**config.mk**
```make
export PLATFORM = sky130hd
export DESIGN_NAME = lam_cross
export DESIGN_NICKNAME = d
export VERILOG_FILES = /design/src/rtl/lam_pkg.sv /design/src/rtl/lam_cross.sv
export SDC_FILE = /design/constraint.sdc
export NUM_CORES = 2
export LEC_CHECK = 0
export BUFFER_PORTS_ARGS = -buffer_cell sky130_fd_sc_hd__buf_2
export CAP_MARGIN = 0
export CORE_UTILIZATION = 50
export CTS_BUF_LIST = sky130_fd_sc_hd__clkbuf_8
export CTS_CLUSTER_DIAMETER = 30
export DETAILED_ROUTE_END_ITERATION = 16
export HOLD_SLACK_MARGIN = 0.05
export PLACE_DENSITY = 0.76
export SLEW_MARGIN = 0
export SYNTH_ARGS = -nofsm -noshare
export SYNTH_HDL_FRONTEND = slang
export SYNTH_SLANG_ARGS = --single-unit
export TNS_END_PERCENT = 10
```
**constraint.sdc**
```tcl
create_clock -name clk -period 13.75 [get_ports clk]
set_clock_uncertainty 0.15 [all_clocks]
set_input_delay 0.6875 -clock clk [delete_from_list [all_inputs] [get_ports clk]]
set_output_delay 0.6875 -clock clk [all_outputs]
set_load 0.005 [all_outputs]
```
**src/rtl/lam_pkg.sv**
```systemverilog
// Shared types, widths and pipeline depths for the look-at matrix unit.
package lam_pkg;

  localparam int IN_W      = 32;             // Q16.16 input component
  localparam int COMP_W    = 16;             // Q2.14 output component
  localparam int FRAC      = 14;
  localparam int NORM_IN_W = 34;             // widest vector component fed to a normalizer
  localparam int MAG_W     = NORM_IN_W;
  localparam int POS_W     = $clog2(MAG_W);
  localparam int LEAD_POS  = 29;             // leading one lands here after alignment
  localparam int SMAG_W    = LEAD_POS + 1;
  localparam int SQ_W      = 2 * SMAG_W;
  localparam int SUM_W     = 64;
  localparam int SQRT_BITS = SUM_W / 2;
  localparam int SQRT_PER  = 2;              // root bits resolved per stage
  localparam int SQRT_STAGES = SQRT_BITS / SQRT_PER;
  localparam int REM_W     = SQRT_BITS + 3;
  localparam int LEN_W     = SQRT_BITS;
  localparam int Q_BITS    = 16;
  localparam int DIV_PER   = 2;              // quotient bits resolved per stage
  localparam int DIV_STAGES = Q_BITS / DIV_PER;
  localparam int NUM_W     = SMAG_W + FRAC + 1;
  localparam int PROD_W    = 2 * COMP_W;

  localparam int NORM_LAT  = 7 + SQRT_STAGES + DIV_STAGES;
  localparam int CROSS_LAT = 2;
  localparam int STEP_LAT  = CROSS_LAT + NORM_LAT;
  localparam int TOTAL_LAT = 2 + NORM_LAT + 2 * STEP_LAT;

  typedef struct packed {
    logic signed [IN_W-1:0] pos_x;
    logic signed [IN_W-1:0] pos_y;
    logic signed [IN_W-1:0] pos_z;
    logic signed [IN_W-1:0] target_x;
    logic signed [IN_W-1:0] target_y;
    logic signed [IN_W-1:0] target_z;
    logic signed [IN_W-1:0] up_x;
    logic signed [IN_W-1:0] up_y;
    logic signed [IN_W-1:0] up_z;
  } req_t;

  typedef struct packed {
    logic signed [COMP_W-1:0] row_x_0;
    logic signed [COMP_W-1:0] row_x_1;
    logic signed [COMP_W-1:0] row_x_2;
    logic signed [COMP_W-1:0] row_y_0;
    logic signed [COMP_W-1:0] row_y_1;
    logic signed [COMP_W-1:0] row_y_2;
    logic signed [COMP_W-1:0] row_z_0;
    logic signed [COMP_W-1:0] row_z_1;
    logic signed [COMP_W-1:0] row_z_2;
    logic                     degenerate;
  } rsp_t;

  typedef logic [2:0][NORM_IN_W-1:0] nin_vec_t;
  typedef logic [2:0][COMP_W-1:0]    unit_vec_t;

  typedef struct packed {
    logic vld;
    logic zero;
  } nstat_t;

endpackage

```
**src/rtl/lam_cross.sv**
```systemverilog
// Two-stage exact cross product of two Q2.14 unit vectors.
module lam_cross (
  input  logic               clk,
  input  logic               rst,
  input  logic               en,
  input  logic               vld,
  input  lam_pkg::unit_vec_t a,
  input  lam_pkg::unit_vec_t b,
  output logic               out_vld,
  output lam_pkg::nin_vec_t  res
);

  logic                               p_vld;
  logic signed [lam_pkg::PROD_W-1:0]  p [6];
  lam_pkg::nin_vec_t                  r;

  always_ff @(posedge clk) begin
    if (rst) begin
      p_vld   <= 1'b0;
      out_vld <= 1'b0;
    end else if (en) begin
      p_vld   <= vld;
      out_vld <= p_vld;
    end
  end

  always_ff @(posedge clk) begin
    if (en) begin
      p[0] <= $signed(a[1]) * $signed(b[2]);
      p[1] <= $signed(a[2]) * $signed(b[1]);
      p[2] <= $signed(a[2]) * $signed(b[0]);
      p[3] <= $signed(a[0]) * $signed(b[2]);
      p[4] <= $signed(a[0]) * $signed(b[1]);
      p[5] <= $signed(a[1]) * $signed(b[0]);
      r[0] <= lam_pkg::NORM_IN_W'(p[0]) - lam_pkg::NORM_IN_W'(p[1]);
      r[1] <= lam_pkg::NORM_IN_W'(p[2]) - lam_pkg::NORM_IN_W'(p[3]);
      r[2] <= lam_pkg::NORM_IN_W'(p[4]) - lam_pkg::NORM_IN_W'(p[5]);
    end
  end

  assign res = r;

endmodule

```
# Word level (Yosys, flattened, before mapping)
# Memories as Yosys holds them, arrays and structs flattened.
# Index checks and enable logic that the tools add are counted.
dict set report totals {
  register_bits 104
  latch_bits 0
  ramBits 192
  romBits 0
  output_inout_bits 103
  elab_cells 17
  mem_count 1
}
dict set report op_classes {
  n_addsub 3
  multipliers 6
  n_div 0
  magnitude_cmp 0
  n_eq_ne 0
  shifts 0
  n_mux 2
  bitwise 0
  reduce_logical 0
}
# name words word_bits read_ports rd_clocked_by_memory_dff wr line
set mem_list {}
lappend mem_list {p 6 32 6 0 6 lam_cross.sv:14} ;# logic signed [lam_pkg::PROD_W-1:0] p [6];
# op count
set ops {}
lappend ops {{$mul A16 B16 Y32} 6}
lappend ops {{$sub A32 B32 Y33} 3}
lappend ops {{$mux W1} 2}

# Logic depth before layout (Yosys ltp)
dict set report logic_depth {
  word_depth 2
  ltp_mapped 25
  mapped_depth_nobuf 24
}

# Least setup slack after synthesis
# OpenSTA, ideal clock, no wires.
dict set report synth_path {
  kind {input -> register}
  start {input a[15] (netlist bit)}
  end {memory p[4][31] (netlist bit), data pin}
  arrival_time_ns 6.473
  required_time_ns 13.410
  slack_ns 6.937
  cell_stages 22
  n_path_buf 1
  path_cell_list {clkbuf_1 -> nand2_1 -> inv_1 -> fa_1 -> fa_1 -> fa_1 -> fa_1 -> fa_1 -> inv_1 -> fa_1 -> inv_1 -> ha_1 -> a21oi_1 -> nor2b_1 -> o21ai_0 -> nand2b_1 -> or2_2 -> a21oi_1 -> a21boi_1 -> o31ai_2 -> mux2i_1 -> a2111oi_2}
}
# element line
set synth_lines {}
lappend synth_lines {{start, declared} lam_cross.sv:7} ;# input lam_pkg::unit_vec_t a,
lappend synth_lines {{end, declared} lam_cross.sv:14}

==> reports/qor.csv <==
metric,value,unit
run status,completed,
Mapped Area,72300,sq um
CTS tree,yes,
crit path max fanout,32,
Setup crit start kind,input port,
CP Buf/Inv Count,6,
Syn Area/Cell,9.64,sq um
M3 GR Usage,0.0454,
Final ANT Viol Nets,0,
initial antenna violation count,21,
most crowded layer after global routing,met2,
synthesized flop and latch total,293,
Die W,382,microns
FP Rows,139,
Most used DFF post-synth,edfxtp_1,
critical setup path kind,input port to register,
endpoints failing hold,0,
Worst setup EP type,register,
wire length per cell,18.5,microns
Final Max Slew Viols,0,
CTS resizes,0,
RSZ-0062 raised after global routing,false,
placed insts,9333,
post-route DRC violation count,0,
vias in the first global route,56000,
max_slew headroom,0.238,
"area leader, netlist",fa_1,
"Remaining Overflow, GRT",0,
Most common cell on crit path,fa_1,
Num CTS Buffers,86,
I/O Buffers,202,
Sum Neg Setup Slack,0,ns
max_cap viols,0,
RD Place Congestion,0.918,
CP arrival,7.59,ns
HP Class,input port to register,
Synth Net Count,9758,
worst path required time,14.18,ns
grt met1 use,0.320,
CP Cell Sequence,buf_2 -> nand2_1 -> inv_1 -> fa_1 -> inv_1 -> fa_1 -> fa_1 -> fa_1 -> inv_1 -> fa_1 -> inv_1 -> fa_1 -> inv_1 -> ha_1 -> and4_1 -> nand2_1 -> o41ai_1 -> a211oi_1 -> o41a_1 -> o21bai_1 -> xor2_1,
Gate Count Post-Synth,7495,
IO Pins,203,
"EDFF count, synth",291,
ranking of synthesized cells by area,"fa_1 (44%), edfxtp_1 (12%), ha_1 (10%), inv_1 (9.6%), and2_1 (6.5%)",
slowest library cell on the worst path,o41ai_1,
fillcell total,12500,
Initial Util,0.504,
largest net degree at the start of global routing,91,
Ys Warns,0,
hpwl dp,138,mm
Yosys top cell area share,0.436,
Period minus WS final,7.16,ns
Layout Nets,9783,
CP top delay family,adder cells,
root buf cell,clkbuf_8,
vias per inst,5.34,
post-synthesis sequential area ratio,0.121,
delay of the slowest cell on the worst path,1.01,ns
DRT Wirelength,176,mm
clock-pin slew on the worst setup and hold paths,0.05,ns
P&R area growth vs syn,6.43,%
Worst-Skew Late Latency,0.81,ns
aggregate global-route resource usage,0.252,
die area,146000,sq um
Max Clock Freq,140,MHz
core area,143000,sq um
Initial DRT Pass Iterations,6,
worst-case clock buffer depth,3,
Layout Cells excl Fill,9511,
vias,50800,
H-tree depth,3,
clk sink count,293,
final setup vio count,0,
layout cell share with drive strength beyond 1,0.0535,
final period utilization,0.521,
drt initial violations,3386,
"FFs w/ async S/R, synth",0,
GR Util met2,0.418,
die height,382,microns
first-pass GRT wire length,290,mm
Least-Margin Pin Slew,1.13,ns
"Distinct cells, synth",79,
## metrics by stage
step / hold slack (ns) / util / cell area, sq um / setup slack [ns]
after floorplan: 0.310 / - / 72300 / 6.94
after global placement: 0.319 / 0.521 / 74800 / 5.86
after detailed placement: 0.349 / 0.521 / 74800 / 5.80
after CTS: 0.201 / 0.536 / 76900 / 6.69
after global routing: 0.284 / 0.536 / 76900 / 6.20
final: 0.286 / 0.536 / 76900 / 6.59
## kinds of logic (layout without fill, tap and decap cells)
| group | after synthesis | count (layout) | share of synthesized area |
|---|---|---|---|
| AOI/OAI and AO/OA | 636 | 636 | 0.0584 |
| xor gates and xnor gates | 284 | 284 | 0.0344 |
| buffers and inverters | 2137 | 2235 | 0.111 |
| adders and majority gates | 2163 | 2163 | 0.538 |
| and+or+nand+nor | 1976 | 1976 | 0.136 |
| DFF | 293 | 293 | 0.121 |
| other | 0 | 15 | 0 |
| muxes | 6 | 6 | 0.000865 |
## area by class of cell
cell class	instances	area (sq um)	area share
Multi-Input combinational cell	5065	55500	0.721
Sequential cell	293	8780	0.114
Inverter	1843	6920	0.0899
Tap cell	1903	2380	0.0309
Timing Repair Buffer	231	1240	0.0162
Clock buffer	89	1220	0.0159
Clock inverter	72	876	0.0114
Antenna cell	15	37.5	0.000488
## layer usage
metal	wire length, microns	up-vias	share of wire
met5	64	-	0.00036
met2	85000	2040	0.48
met1	68500	25900	0.39
met4	7940	10	0.045
li1	-	22500	-
met3	14700	368	0.083
## timing repair
| action | CTS | global route |
|---|---|---|
| hold endpoints to repair | 2 | 0 |
| hold buffers | 2 | 0 |
| setup buffers | 0 | 0 |
## state kept, by name, indices dropped and copies added, names as in the netlist
name / flops
res: 99
out_vld: 1
p: 192
p_vld: 1
## worst paths after layout
path	from	end	slack, ns	cells past startpoint
worst max-delay path	b[17]	p[4][30]$_DFFE_PP_	6.59	21
worst min-delay path	en	res[80]$_DFFE_PP_	0.29	1
worst max register to register	p[0][1]$_DFFE_PP_	res[31]$_DFFE_PP_	9.72	11
worst min register to register	p_vld$_SDFFE_PP0P_	p_vld$_SDFFE_PP0P_	0.35	2
## worst reg2reg max path, stage by stage, from the launching register on
cell	delay (ns)
edfxtp_1	0.42
ha_1	0.31
nor2b_1	0.14
o31a_1	0.29
o31ai_1	0.70
a21oi_1	0.34
a41oi_1	0.37
a21oi_1	0.18
a211oi_1	0.39
o21ba_2	0.22
o21ai_0	0.10
xor2_1	0.16
## layout by cell type (no fill, tap or decap), types with 9 or more instances in the layout
| cell type | count |
|---|---|
| a211oi_1 | 19 |
| a21o_1 | 90 |
| a21oi_1 | 178 |
| a31oi_1 | 21 |
| and2_1 | 751 |
| and3_1 | 15 |
| buf_2 | 201 |
| buf_4 | 27 |
| bufinv_16 | 18 |
| clkbuf_8 | 89 |
| clkinv_1 | 11 |
| clkinv_2 | 15 |
| diode_2 | 15 |
| edfxtp_1 | 291 |
| fa_1 | 1575 |
| ha_1 | 588 |
| inv_1 | 1854 |
| nand2_1 | 791 |
| nand2b_1 | 49 |
| nand3_1 | 24 |
| nand4_1 | 17 |
| nor2_1 | 208 |
| nor2b_1 | 29 |
| nor3_1 | 48 |
| o211ai_1 | 14 |
| o21a_1 | 50 |
| o21ai_0 | 114 |
| o21bai_1 | 34 |
| o31ai_1 | 11 |
| or2_2 | 9 |
| or3_1 | 10 |
| xnor2_1 | 221 |
| xor2_1 | 63 |
## synthesized netlist by cell type (8+ instances only)
library cell,instances
inv_1,1842
fa_1,1575
nand2_1,791
and2_1,751
ha_1,588
edfxtp_1,291
clkbuf_1,288
xnor2_1,221
nor2_1,208
a21oi_1,178
o21ai_0,114
a21o_1,90
xor2_1,63
o21a_1,50
nand2b_1,49
nor3_1,48
o21bai_1,34
nor2b_1,29
nand3_1,24
a31oi_1,21
a211oi_1,19
nand4_1,17
and3_1,15
o211ai_1,14
o31ai_1,11
or3_1,10
or2_2,9
o2111ai_1,8
o31a_1,8
Power is left out: the tool's default activity adds up to more than one toggle a clock period on the data nets, which glitch-free logic cannot reach.
